File: src/rtl/tpms_pkg.sv
// ----------------------------------------------------------------------------
// tpms_pkg
// Shared widths, register indexes and reset values for the period-based
// tachometer with median-of-ring speed filter.
// ----------------------------------------------------------------------------
package tpms_pkg;

  localparam int PERIOD_W   = 17;
  localparam int SPEED_W    = 18;
  localparam int CFG_IDX_W  = 2;
  localparam int CFG_DATA_W = 18;

  localparam int DEF_RING_DEPTH = 5;
  localparam int DEF_GROUP_SIZE = 3;

  localparam logic [CFG_IDX_W-1:0] REG_MIN_PERIOD     = 2'd0;
  localparam logic [CFG_IDX_W-1:0] REG_MAX_PERIOD     = 2'd1;
  localparam logic [CFG_IDX_W-1:0] REG_SPEED_CONSTANT = 2'd2;

  localparam logic [PERIOD_W-1:0] MIN_PERIOD_RST     = 17'd390;
  localparam logic [PERIOD_W-1:0] MAX_PERIOD_RST     = 17'd78125;
  localparam logic [SPEED_W-1:0]  SPEED_CONSTANT_RST = 18'd78125;

  // handshake between the sequencer and a serial unit
  typedef struct packed {
    logic start;
  } unit_ctl_t;

  typedef struct packed {
    logic busy;
    logic done;
  } unit_sts_t;

endpackage

File: src/rtl/tpms_sdiv.sv
// ----------------------------------------------------------------------------
// tpms_sdiv
// Restoring bit-serial divider: one quotient bit per cycle, MSB first.
// Shared between the group average and the speed division.
// ----------------------------------------------------------------------------
module tpms_sdiv
  import tpms_pkg::*;
#(
  parameter int DVD_W = 19,
  parameter int DVS_W = PERIOD_W
) (
  input  logic             clk,
  input  logic             rst,
  input  unit_ctl_t        ctl,
  input  logic [DVD_W-1:0] dividend,
  input  logic [DVS_W-1:0] divisor,
  output unit_sts_t        sts,
  output logic [DVD_W-1:0] quotient
);

  localparam int CNT_W = (DVD_W > 1) ? $clog2(DVD_W) : 1;
  localparam logic [CNT_W-1:0] LAST = CNT_W'(DVD_W - 1);

  logic             busy;
  logic             done;
  logic [CNT_W-1:0] cnt;
  logic [DVS_W-1:0] rem;
  logic [DVD_W-1:0] dq;        // dividend shifts out, quotient shifts in
  logic [DVS_W-1:0] dvs;

  logic [DVS_W:0]   trial;
  logic [DVS_W:0]   diff;
  logic             ge;

  assign trial = {rem, dq[DVD_W-1]};
  assign ge    = trial >= {1'b0, dvs};
  assign diff  = trial - {1'b0, dvs};

  always_ff @(posedge clk) begin
    if (rst) begin
      busy <= 1'b0;
      done <= 1'b0;
      cnt  <= '0;
    end else begin
      done <= 1'b0;
      if (ctl.start) begin
        busy <= 1'b1;
        cnt  <= '0;
      end else if (busy) begin
        cnt <= cnt + 1'b1;
        if (cnt == LAST) begin
          busy <= 1'b0;
          done <= 1'b1;
        end
      end
    end
  end

  always_ff @(posedge clk) begin
    if (ctl.start) begin
      rem <= '0;
      dq  <= dividend;
      dvs <= divisor;
    end else if (busy) begin
      rem <= ge ? diff[DVS_W-1:0] : trial[DVS_W-1:0];
      dq  <= {dq[DVD_W-2:0], ge};
    end
  end

  assign sts.busy = busy;
  assign sts.done = done;
  assign quotient = dq;

endmodule

File: src/rtl/tpms_median.sv
// ----------------------------------------------------------------------------
// tpms_median
// Bit-serial rank selection over a copy of the ring: MSB first, keeps the
// candidates that can still hold the median rank. The ring is not reordered.
// ----------------------------------------------------------------------------
module tpms_median
  import tpms_pkg::*;
#(
  parameter int RING_DEPTH = DEF_RING_DEPTH
) (
  input  logic                clk,
  input  logic                rst,
  input  unit_ctl_t           ctl,
  input  logic [PERIOD_W-1:0] ring [RING_DEPTH],
  output unit_sts_t           sts,
  output logic [PERIOD_W-1:0] median
);

  localparam int RK_W = $clog2(RING_DEPTH + 1);
  localparam logic [RK_W-1:0] RANK = RK_W'((RING_DEPTH + 1) / 2 - 1);
  localparam int CNT_W = $clog2(PERIOD_W);
  localparam logic [CNT_W-1:0] LAST = CNT_W'(PERIOD_W - 1);

  logic                  busy;
  logic                  done;
  logic [CNT_W-1:0]      cnt;
  logic [PERIOD_W-1:0]   scratch [RING_DEPTH];
  logic [RING_DEPTH-1:0] cand;
  logic [RK_W-1:0]       rank;

  logic [RING_DEPTH-1:0] msb;
  logic [RING_DEPTH-1:0] zeros;
  logic [RK_W-1:0]       n_zero;
  logic                  take_zero;

  always_comb begin
    for (int i = 0; i < RING_DEPTH; i++) begin
      msb[i] = scratch[i][PERIOD_W-1];
    end
    zeros  = cand & ~msb;
    n_zero = '0;
    for (int i = 0; i < RING_DEPTH; i++) begin
      n_zero = n_zero + RK_W'(zeros[i]);
    end
    take_zero = n_zero > rank;
  end

  always_ff @(posedge clk) begin
    if (rst) begin
      busy <= 1'b0;
      done <= 1'b0;
      cnt  <= '0;
    end else begin
      done <= 1'b0;
      if (ctl.start) begin
        busy <= 1'b1;
        cnt  <= '0;
      end else if (busy) begin
        cnt <= cnt + 1'b1;
        if (cnt == LAST) begin
          busy <= 1'b0;
          done <= 1'b1;
        end
      end
    end
  end

  always_ff @(posedge clk) begin
    if (ctl.start) begin
      for (int i = 0; i < RING_DEPTH; i++) begin
        scratch[i] <= ring[i];
      end
      cand <= '1;
      rank <= RANK;
    end else if (busy) begin
      for (int i = 0; i < RING_DEPTH; i++) begin
        scratch[i] <= {scratch[i][PERIOD_W-2:0], 1'b0};
      end
      if (take_zero) begin
        cand <= zeros;
      end else begin
        cand <= cand & msb;
        rank <= rank - n_zero;
      end
      median <= {median[PERIOD_W-2:0], ~take_zero};
    end
  end

  assign sts.busy = busy;
  assign sts.done = done;

endmodule

File: src/rtl/tachometer_period_median_speed_core.sv
// ----------------------------------------------------------------------------
// tachometer_period_median_speed_core
// Period filter, group averaging, ring of averages, median and speed division.
//
//   channel  dir  signals                                   transfer when
//   in       in   in_valid, in_stall, period_ticks          in_valid & !in_stall
//   out      out  out_valid, out_stall, speed_rpm,           out_valid & !out_stall
//                 median_period, speed_valid
//   cfg      in   cfg_we, cfg_index, cfg_data               cfg_we
//
// A rejected period or one that does not close a group leaves the sequencer idle.
// A group-closing period runs the average division, the median and the speed
// division in turn on the shared serial divider (DVD_W = max(sum width, 18))
// and the bit-serial median, then loads the output register; the speed
// division is skipped when the median is zero.
// in_stall is high while a result is in progress; the output register lets
// the next item in while a result waits. Synchronous reset clears the ring.
// ----------------------------------------------------------------------------
module tachometer_period_median_speed_core
  import tpms_pkg::*;
#(
  parameter int RING_DEPTH = DEF_RING_DEPTH,
  parameter int GROUP_SIZE = DEF_GROUP_SIZE
) (
  input  logic                  clk,
  input  logic                  rst,
  input  logic                  cfg_we,
  input  logic [CFG_IDX_W-1:0]  cfg_index,
  input  logic [CFG_DATA_W-1:0] cfg_data,
  input  logic                  in_valid,
  output logic                  in_stall,
  input  logic [PERIOD_W-1:0]   period_ticks,
  output logic                  out_valid,
  input  logic                  out_stall,
  output logic [SPEED_W-1:0]    speed_rpm,
  output logic [PERIOD_W-1:0]   median_period,
  output logic                  speed_valid
);

  localparam int SUM_W = PERIOD_W + $clog2(GROUP_SIZE);
  localparam int DVD_W = (SUM_W > SPEED_W) ? SUM_W : SPEED_W;
  localparam int CNT_W = $clog2(GROUP_SIZE + 1);
  localparam int POS_W = $clog2(RING_DEPTH);
  localparam logic [CNT_W-1:0] CNT_LAST = CNT_W'(GROUP_SIZE - 1);
  localparam logic [POS_W-1:0] POS_LAST = POS_W'(RING_DEPTH - 1);

  localparam logic [2:0] ST_IDLE  = 3'd0;
  localparam logic [2:0] ST_AVG   = 3'd1;
  localparam logic [2:0] ST_MEDGO = 3'd2;
  localparam logic [2:0] ST_MED   = 3'd3;
  localparam logic [2:0] ST_SPD   = 3'd4;
  localparam logic [2:0] ST_OUT   = 3'd5;

  logic [2:0]           state;
  logic [2:0]           state_next;

  logic [PERIOD_W-1:0]  min_period;
  logic [PERIOD_W-1:0]  max_period;
  logic [SPEED_W-1:0]   speed_constant;

  logic [PERIOD_W-1:0]  ring [RING_DEPTH];
  logic [POS_W-1:0]     ring_write_pos;
  logic [CNT_W-1:0]     group_count;
  logic [SUM_W-1:0]     period_sum;

  logic                 in_xfer;
  logic                 in_ok;
  logic                 group_end;
  logic [SUM_W-1:0]     sum_plus;
  logic                 out_free;

  unit_ctl_t            div_ctl;
  unit_sts_t            div_sts;
  logic [DVD_W-1:0]     div_dividend;
  logic [PERIOD_W-1:0]  div_divisor;
  logic [DVD_W-1:0]     div_q;

  unit_ctl_t            med_ctl;
  unit_sts_t            med_sts;
  logic [PERIOD_W-1:0]  med_val;
  logic                 med_zero;

  assign in_stall  = state != ST_IDLE;
  assign in_xfer   = in_valid && !in_stall;
  assign in_ok     = period_ticks >= min_period && period_ticks <= max_period;
  assign group_end = group_count == CNT_LAST;
  assign sum_plus  = period_sum + SUM_W'(period_ticks);
  assign out_free  = !out_valid || !out_stall;
  assign med_zero  = med_val == '0;

  // sequencer
  always_comb begin
    state_next        = state;
    div_ctl.start     = 1'b0;
    med_ctl.start     = 1'b0;
    div_dividend      = DVD_W'(sum_plus);
    div_divisor       = PERIOD_W'(GROUP_SIZE);
    case (state)
      ST_IDLE: begin
        if (in_xfer && in_ok && group_end) begin
          div_ctl.start = 1'b1;
          state_next    = ST_AVG;
        end
      end
      ST_AVG: begin
        if (div_sts.done) state_next = ST_MEDGO;
      end
      ST_MEDGO: begin
        med_ctl.start = 1'b1;
        state_next    = ST_MED;
      end
      ST_MED: begin
        if (med_sts.done) begin
          if (med_zero) begin
            state_next = ST_OUT;
          end else begin
            div_ctl.start = 1'b1;
            div_dividend  = DVD_W'(speed_constant);
            div_divisor   = med_val;
            state_next    = ST_SPD;
          end
        end
      end
      ST_SPD: begin
        if (div_sts.done) state_next = ST_OUT;
      end
      ST_OUT: begin
        if (out_free) state_next = ST_IDLE;
      end
      default: state_next = ST_IDLE;
    endcase
  end

  always_ff @(posedge clk) begin
    if (rst) begin
      state <= ST_IDLE;
    end else begin
      state <= state_next;
    end
  end

  // configuration registers
  always_ff @(posedge clk) begin
    if (rst) begin
      min_period     <= MIN_PERIOD_RST;
      max_period     <= MAX_PERIOD_RST;
      speed_constant <= SPEED_CONSTANT_RST;
    end else if (cfg_we) begin
      case (cfg_index)
        REG_MIN_PERIOD:     min_period     <= cfg_data[PERIOD_W-1:0];
        REG_MAX_PERIOD:     max_period     <= cfg_data[PERIOD_W-1:0];
        REG_SPEED_CONSTANT: speed_constant <= cfg_data[SPEED_W-1:0];
        default: ;
      endcase
    end
  end

  // group accumulation and ring of averages
  always_ff @(posedge clk) begin
    if (rst) begin
      group_count    <= '0;
      period_sum     <= '0;
      ring_write_pos <= '0;
      for (int i = 0; i < RING_DEPTH; i++) begin
        ring[i] <= '0;
      end
    end else begin
      if (in_xfer && in_ok && !group_end) begin
        group_count <= group_count + 1'b1;
        period_sum  <= sum_plus;
      end
      if (state == ST_AVG && div_sts.done) begin
        ring[ring_write_pos] <= div_q[PERIOD_W-1:0];
        ring_write_pos <= (ring_write_pos == POS_LAST) ? '0 : ring_write_pos + 1'b1;
        group_count    <= '0;
        period_sum     <= '0;
      end
    end
  end

  tpms_sdiv #(
    .DVD_W (DVD_W),
    .DVS_W (PERIOD_W)
  ) u_div (
    .clk      (clk),
    .rst      (rst),
    .ctl      (div_ctl),
    .dividend (div_dividend),
    .divisor  (div_divisor),
    .sts      (div_sts),
    .quotient (div_q)
  );

  tpms_median #(
    .RING_DEPTH (RING_DEPTH)
  ) u_median (
    .clk    (clk),
    .rst    (rst),
    .ctl    (med_ctl),
    .ring   (ring),
    .sts    (med_sts),
    .median (med_val)
  );

  // output register
  always_ff @(posedge clk) begin
    if (rst) begin
      out_valid <= 1'b0;
    end else if (state == ST_OUT && out_free) begin
      out_valid <= 1'b1;
    end else if (!out_stall) begin
      out_valid <= 1'b0;
    end
  end

  always_ff @(posedge clk) begin
    if (state == ST_OUT && out_free) begin
      speed_rpm     <= med_zero ? '0 : div_q[SPEED_W-1:0];
      median_period <= med_val;
      speed_valid   <= !med_zero;
    end
  end

`ifndef SYNTHESIS
  a_out_from_seq: assert property (@(posedge clk) disable iff (rst)
    $rose(out_valid) |-> $past(state) == ST_OUT)
    else $error("result shown without finishing the sequence");

  a_valid_median: assert property (@(posedge clk) disable iff (rst)
    out_valid |-> (speed_valid == (median_period != '0)))
    else $error("speed_valid disagrees with median");

  a_zero_speed: assert property (@(posedge clk) disable iff (rst)
    (out_valid && !speed_valid) |-> speed_rpm == '0)
    else $error("speed nonzero with zero median");

  a_pos_range: assert property (@(posedge clk) disable iff (rst)
    ring_write_pos <= POS_LAST && group_count <= CNT_LAST)
    else $error("ring position or group count out of range");

  a_units_idle: assert property (@(posedge clk) disable iff (rst)
    state == ST_IDLE |-> !div_sts.busy && !med_sts.busy)
    else $error("serial unit busy while the sequencer is idle");
`endif

endmodule
File: config.mk
export PLATFORM = sky130hd
export DESIGN_NAME = tachometer_period_median_speed_core
export DESIGN_NICKNAME = d
export VERILOG_FILES = /design/src/rtl/tpms_pkg.sv /design/src/rtl/tpms_sdiv.sv /design/src/rtl/tpms_median.sv /design/src/rtl/tachometer_period_median_speed_core.sv
export SDC_FILE = /design/constraint.sdc
export NUM_CORES = 1
export LEC_CHECK = 0
export ABC_AREA = 1
export BUFFER_PORTS_ARGS = -buffer_cell sky130_fd_sc_hd__buf_2
export CELL_PAD_IN_SITES_DETAIL_PLACEMENT = 1
export CELL_PAD_IN_SITES_GLOBAL_PLACEMENT = 1
export CORE_MARGIN = 1.5
export CORE_UTILIZATION = 43
export CTS_CLUSTER_DIAMETER = 120
export DETAILED_ROUTE_END_ITERATION = 16
export GPL_TIMING_DRIVEN = 0
export HOLD_SLACK_MARGIN = 0.03
export PLACE_DENSITY = 0.73
export SLEW_MARGIN = 0
export SYNTH_ARGS = -nofsm -noshare
export SYNTH_HDL_FRONTEND = slang
export SYNTH_HIERARCHICAL = 1
export SYNTH_SLANG_ARGS = --single-unit
File: constraint.sdc
create_clock -name clk -period 3.57 [get_ports clk]
set_clock_uncertainty 0.15 [all_clocks]
set_input_delay 0.714 -clock clk [delete_from_list [all_inputs] [get_ports clk]]
set_output_delay 0.714 -clock clk [all_outputs]
set_load 0.1 [all_outputs]
# Word level (Yosys, flattened, before mapping)
# Memories as Yosys holds them, arrays and structs flattened.
# Cells that the tools add are included.
[op_classes]
n_addsub = 11
magnitude_cmp = 6
n_eq_ne = 17
mux = 43
bitwise_logic = 15
n_reduce_logical = 31
[op_table]
columns = ["op", "count"]
rows = [
  ["17-bit two-way mux", 7],
  ["19-bit two-way mux", 5],
  ["85-bit bitwise mux", 1],
  ["17-bit demux with 3-bit select", 1],
  ["1-bit two-way mux", 20],
  ["19-bit by 17-bit adder with 19-bit output", 1],
  ["18-bit by 17-bit greater-or-equal comparator with 1-bit output", 1],
  ["3-bit two-way mux", 6],
  ["3-bit case mux with 6 select lines", 1],
  ["17-bit greater-or-equal comparator", 1],
  ["17-bit less-or-equal comparator", 1],
  ["17-bit zero test", 1],
  ["17-bit subtractor", 1],
  ["5-bit by 1-bit adder with 5-bit output (second input constant)", 2],
  ["5-bit AND", 2],
  ["5-bit == test (second input constant)", 2],
  ["2-bit AND reduction", 5],
  ["3-bit by 1-bit adder with 3-bit output", 3],
  ["3-bit == test (second input constant)", 3],
  ["3-bit OR reduction", 3],
  ["1-bit logical AND", 8],
  ["2-bit by 1-bit != test with 1-bit output (second input constant)", 4],
  ["3-bit by 2-bit == test with 1-bit output (second input constant)", 2],
  ["1-bit NOT", 6],
  ["other kinds (24)", 36],
]
[word_totals]
regBits = 293
ram_bits = 85
inputBits = 42
output_inout_bits = 38
elab_cells = 152
memories = 1
[mem_list]
columns = ["name", "words", "width", "rd", "rd_clocked_by_memory_dff", "write_ports", "line_no", "text"]
rows = [
  ["u_median.scratch", 5, 17, 5, 0, 5, "tpms_median.sv:27", "logic [PERIOD_W-1:0] scratch [RING_DEPTH];"],
]

# Depth between registers and ports, before layout
# An unclocked memory read counts as a cell.
[logic_depth]
depth_word = 10
ltp_mapped = 18
mapped_depth_nobuf = 18

# Modules after synthesis
# Netlist, hierarchy kept.
[modules_own_cells]
columns = ["mod", "instances", "cells_per_inst", "area_each_um2", "seq_area_each_um2"]
rows = [
  ["tachometer_period_median_speed_core", 1, 1123, 9322.7, 4384.2],
  ["tpms_median", 1, 502, 5071.1, 3363.2],
  ["tpms_sdiv", 1, 489, 3666.0, 1561.5],
]

# Worst setup path before layout
# OpenSTA, ideal clock, no wires.
[synth_timing]
path_kind = "reg-to-reg"
startpoint = "register state[1]"
endpoint = "memory u_median.scratch[0][0] (enable)"
t_arrival_ns = 2.972
slack_ns = 0.002
stages_incl_launch_ff = 7
n_path_buf = 0
path_cell_list = "dfxtp_1 inv_1 nor2_2 inv_2 nor2_1 inv_1 nand2_1"
[synth_rtl]
columns = ["element", "line_no", "text"]
rows = [
  ["from (decl)", "tachometer_period_median_speed_core.sv:54", "logic [2:0] state;"],
  ["from (signal assigned)", "tachometer_period_median_speed_core.sv:138", "state <= state_next;"],
  ["to (decl)", "tpms_median.sv:27", ""],
]

# Worst setup path in the final report
[layout_timing]
startpoint = "register min_period[8]"
endpoint = "register u_div.dq[10], in the netlist u_div/quotient[10], data pin"
[layout_between]
elab_chain_len = 7
[layout_rtl]
columns = ["element", "line_no", "text"]
rows = [
  ["from (decl)", "tachometer_period_median_speed_core.sv:57", "logic [PERIOD_W-1:0] min_period;"],
  ["from (signal assigned)", "tachometer_period_median_speed_core.sv:150", "REG_MIN_PERIOD: min_period <= cfg_data[PERIOD_W-1:0];"],
  ["17-bit greater-or-equal comparator", "tachometer_period_median_speed_core.sv:85", "assign in_ok = period_ticks >= min_period && period_ticks <= max_period;"],
  ["1-bit logical AND", "tachometer_period_median_speed_core.sv:85", ""],
  ["1-bit logical AND (2 in series)", "tachometer_period_median_speed_core.sv:100", "if (in_xfer && in_ok && group_end) begin"],
  ["1-bit two-way mux", "tachometer_period_median_speed_core.sv:100", ""],
  ["1-bit case mux with 2 select lines", "tachometer_period_median_speed_core.sv:98", "case (state)"],
  ["named net div_ctl", "tachometer_period_median_speed_core.sv:72", "unit_ctl_t div_ctl;"],
  ["19-bit two-way mux", "tpms_sdiv.sv:60", "if (ctl.start) begin"],
  ["to (signal assigned)", "tpms_sdiv.sv:62", "dq <= dividend;"],
  ["to (signal assigned)", "tpms_sdiv.sv:66", "dq <= {dq[DVD_W-2:0], ge};"],
  ["to (decl)", "tpms_sdiv.sv:28", "logic [DVD_W-1:0] dq;"],
]
# The timed path passes the listed nets, and every way through them passes these cells.
# A chain may end at the register's enable or synchronous reset.

==> results.cfg <==
[setup_path]
critical_path.max_stage_delay_ns = 0.36
worstRegToRegCells = 16
crit_type = flip-flop to flip-flop
reg2reg_slack_ns = 0.35
crit_slowest_cell = nand2_4
r2r_end = u_div/quotient[10]
reg2reg_from = min_period[8]
path_max_fanout = 21
startpoint_type = flip-flop
cp.required_ns = 3.84
cp-end-kind = flip-flop
critPathArrivalTime_ns = 3.50
cp_cell_sequence = inv_1 -> ha_1 -> nand2_1 -> nor2_2 -> nand2_1 -> nor2_1 -> nand2_1 -> nand2_1 -> nor2_1 -> nand2_1 -> nand4_1 -> nand2_4 -> clkbuf_2 -> buf_1 -> nand2_1 -> nand2_1
cp_common_cell = nand2_1

[timing]
timing.fmax_mhz = 310
period_needed_ns = 3.22
fin_crit_sh = 0.902
setup_ws_ns = 0.348
max_slew.worst_pin.slew_ns = 0.906
setup-violations-final = 0
finalHoldViolations = 0
finalMaxSlewViolations = 0
relSlewSlack = 0.394
rsz0062_at_grt = false

[floorplanning]
io_pins = 80
die-height_um = 208
initial_core_util = 0.439
die_area_sq_mm = 0.0432
fp-row-count = 74
die_w_um = 208
core-area_sq_mm = 0.0411

[place]
place_ws_ns = -1.48
port_buffers = 79
place_inst = 2725
hpwl_um = 38700
place_congestion = 0.887

[clocking]
cts_made_buffers = 43
clkTransAtPathRegs_ns = 0.06
clock_path_buffers = 3
ctsHoldBuffers = 0
cts_tree = done
cts_sinks = 378
post_cts_buffers = 0
cts_root_buf = clkbuf_16
insertion_delay_ns = 0.56
htree_levels = 2

[global_routing]
grt_overflow_total = 0
antenna_found_initial = 0
grt_max_degree = 58
grt_pass1_wl_um = 83700
gr-usage-all-layers = 0.246
first_global_vias = 15358

[routing]
dr.first_iter.drc_count = 909
vias_per_cell = 5.29
ant_nets = 0
drt-wirelength-per-cell_um = 18.9
routed_wl_um = 53100
dr.pass1.iters = 5
drc = 0
vias = 14837

[worst_hold_path]
hold_path_class = primary input to flip-flop
holdPathStages = 3
whs_endpoint = max_period[5]
hold_start = cfg_data[5]

[yosys]
ys_warn_count = 6
postSynthAreaPerCell_sq_um = 8.54
synthesis.area_sq_mm = 0.0180
synthCells = 2112
synth_nets = 2238

[job]
max_cap_viol_count = 0

[cells_and_area]
area_growth_pct = 14.2
final_core_util = 0.501
multiInputGateArea_sq_mm = 0.00733
nFillCells = 4940
seq_area_sq_mm = 0.00931
finalNetCount = 2364
instances_no_fill = 2804
drive_gt1_frac = 0.124
antenna_cells = 0

[power]
power.density_mw_per_mm2 = 682
irDropWorstVdd_uv = 315
leakagePower_nw = 9.17
finalPower_mw = 14.1

[outcome]
status = completed
-- power breakdown --
group	total [mW]	leakage [nW]	internal, mW	switching, mW
registers	5.78	3.26	5.44	0.342
logic	3.84	5.21	1.16	2.67
clock network	4.44	0.700	2.64	1.79
-- area by class of cell --
cell class / instances / area share
inverters: 245 / 0.0450
flip-flops and latches: 378 / 0.452
clock inverters: 8 / 0.00328
repair buffers: 81 / 0.0215
multi-input cells: 1409 / 0.356
plain buffers: 80 / 0.0251
well taps: 532 / 0.0323
clock buffers: 71 / 0.0654
-- metal layers --
metal  up-vias  track usage  part of all wire
met5         -            0                 0
met4         0       0.0649             0.021
met3        79       0.0381             0.049
met2       314        0.410              0.47
met1      7282        0.334              0.46
li1       7162            -                 -
-- how the worst max path moves through the flow --
stage	from	slack (ns)	depth (start not counted)	endpoint
floorplan	state[1]	0.002	6	u_median/scratch[0][0]
global placement	state[1]	-1.52	6	u_median/scratch[0][42]
detailed placement	period_ticks[16]	-1.48	14	u_div/rem[2]
CTS	u_median/median[11]	0.03	13	u_div/quotient[10]
global route	min_period[8]	0.01	16	u_div/quotient[11]
finish	min_period[8]	0.35	16	u_div/quotient[10]
-- state kept, by name, summed over array words and instances, names as in the netlist, 5 cells and up --
signal and flops:
median_period 17, u_div/cnt 5, u_median/cand 5, u_div/dvs 17
u_div/rem 17, ring 85, u_div/quotient 19, max_period 17
u_median/scratch 85, u_median/median 17, speed_rpm 18, min_period 17
u_median/cnt 5, speed_constant 18, period_sum 19
-- layout by cell type (no fill, tap or decap), drive strengths merged, types with 3 or more instances in the layout --
master and count:
edfxtp 174, nor3 25, o21ai 157, buf 135, o21bai 3, o21a 3
nand4 12, nand2 628, clkinv 7, nand3b 6, dfxtp 204, inv 244
xnor2 15, nor2 156, a21oi 162, ha 79, a31oi 3, or2 8
nand3 91, xor2 10, nor4 3, a21o 4, a211oi 18, clkbuf 97
fa 5, o211ai 15, and2 4
-- stage by stage --
step,setup TNS [ns],cell area (sq um),hold WS [ns]
2_1_floorplan,0,18000,0.276
4_1_cts,0,20600,0.241
6_report,0,20600,0.272
5_1_grt,0,20600,0.270
3_3_place_gp,-177.47,19100,0.288
3_5_place_dp,-52.45,19200,0.300
-- timing repair --
action	in CTS	in global routing
pin swaps	0	0
endpoints found under the setup margin	56	52
resized for setup	4	6
cloned	0	0
-- critical path, delay by kind of cell, from the launching register on --
kind,cells,cell delay (ns)
flops,1,0.31
buf+inv,3,0.71
fa+ha+maj,1,0.29
simple gates,12,1.63
(Power assumes the default switching activity.)
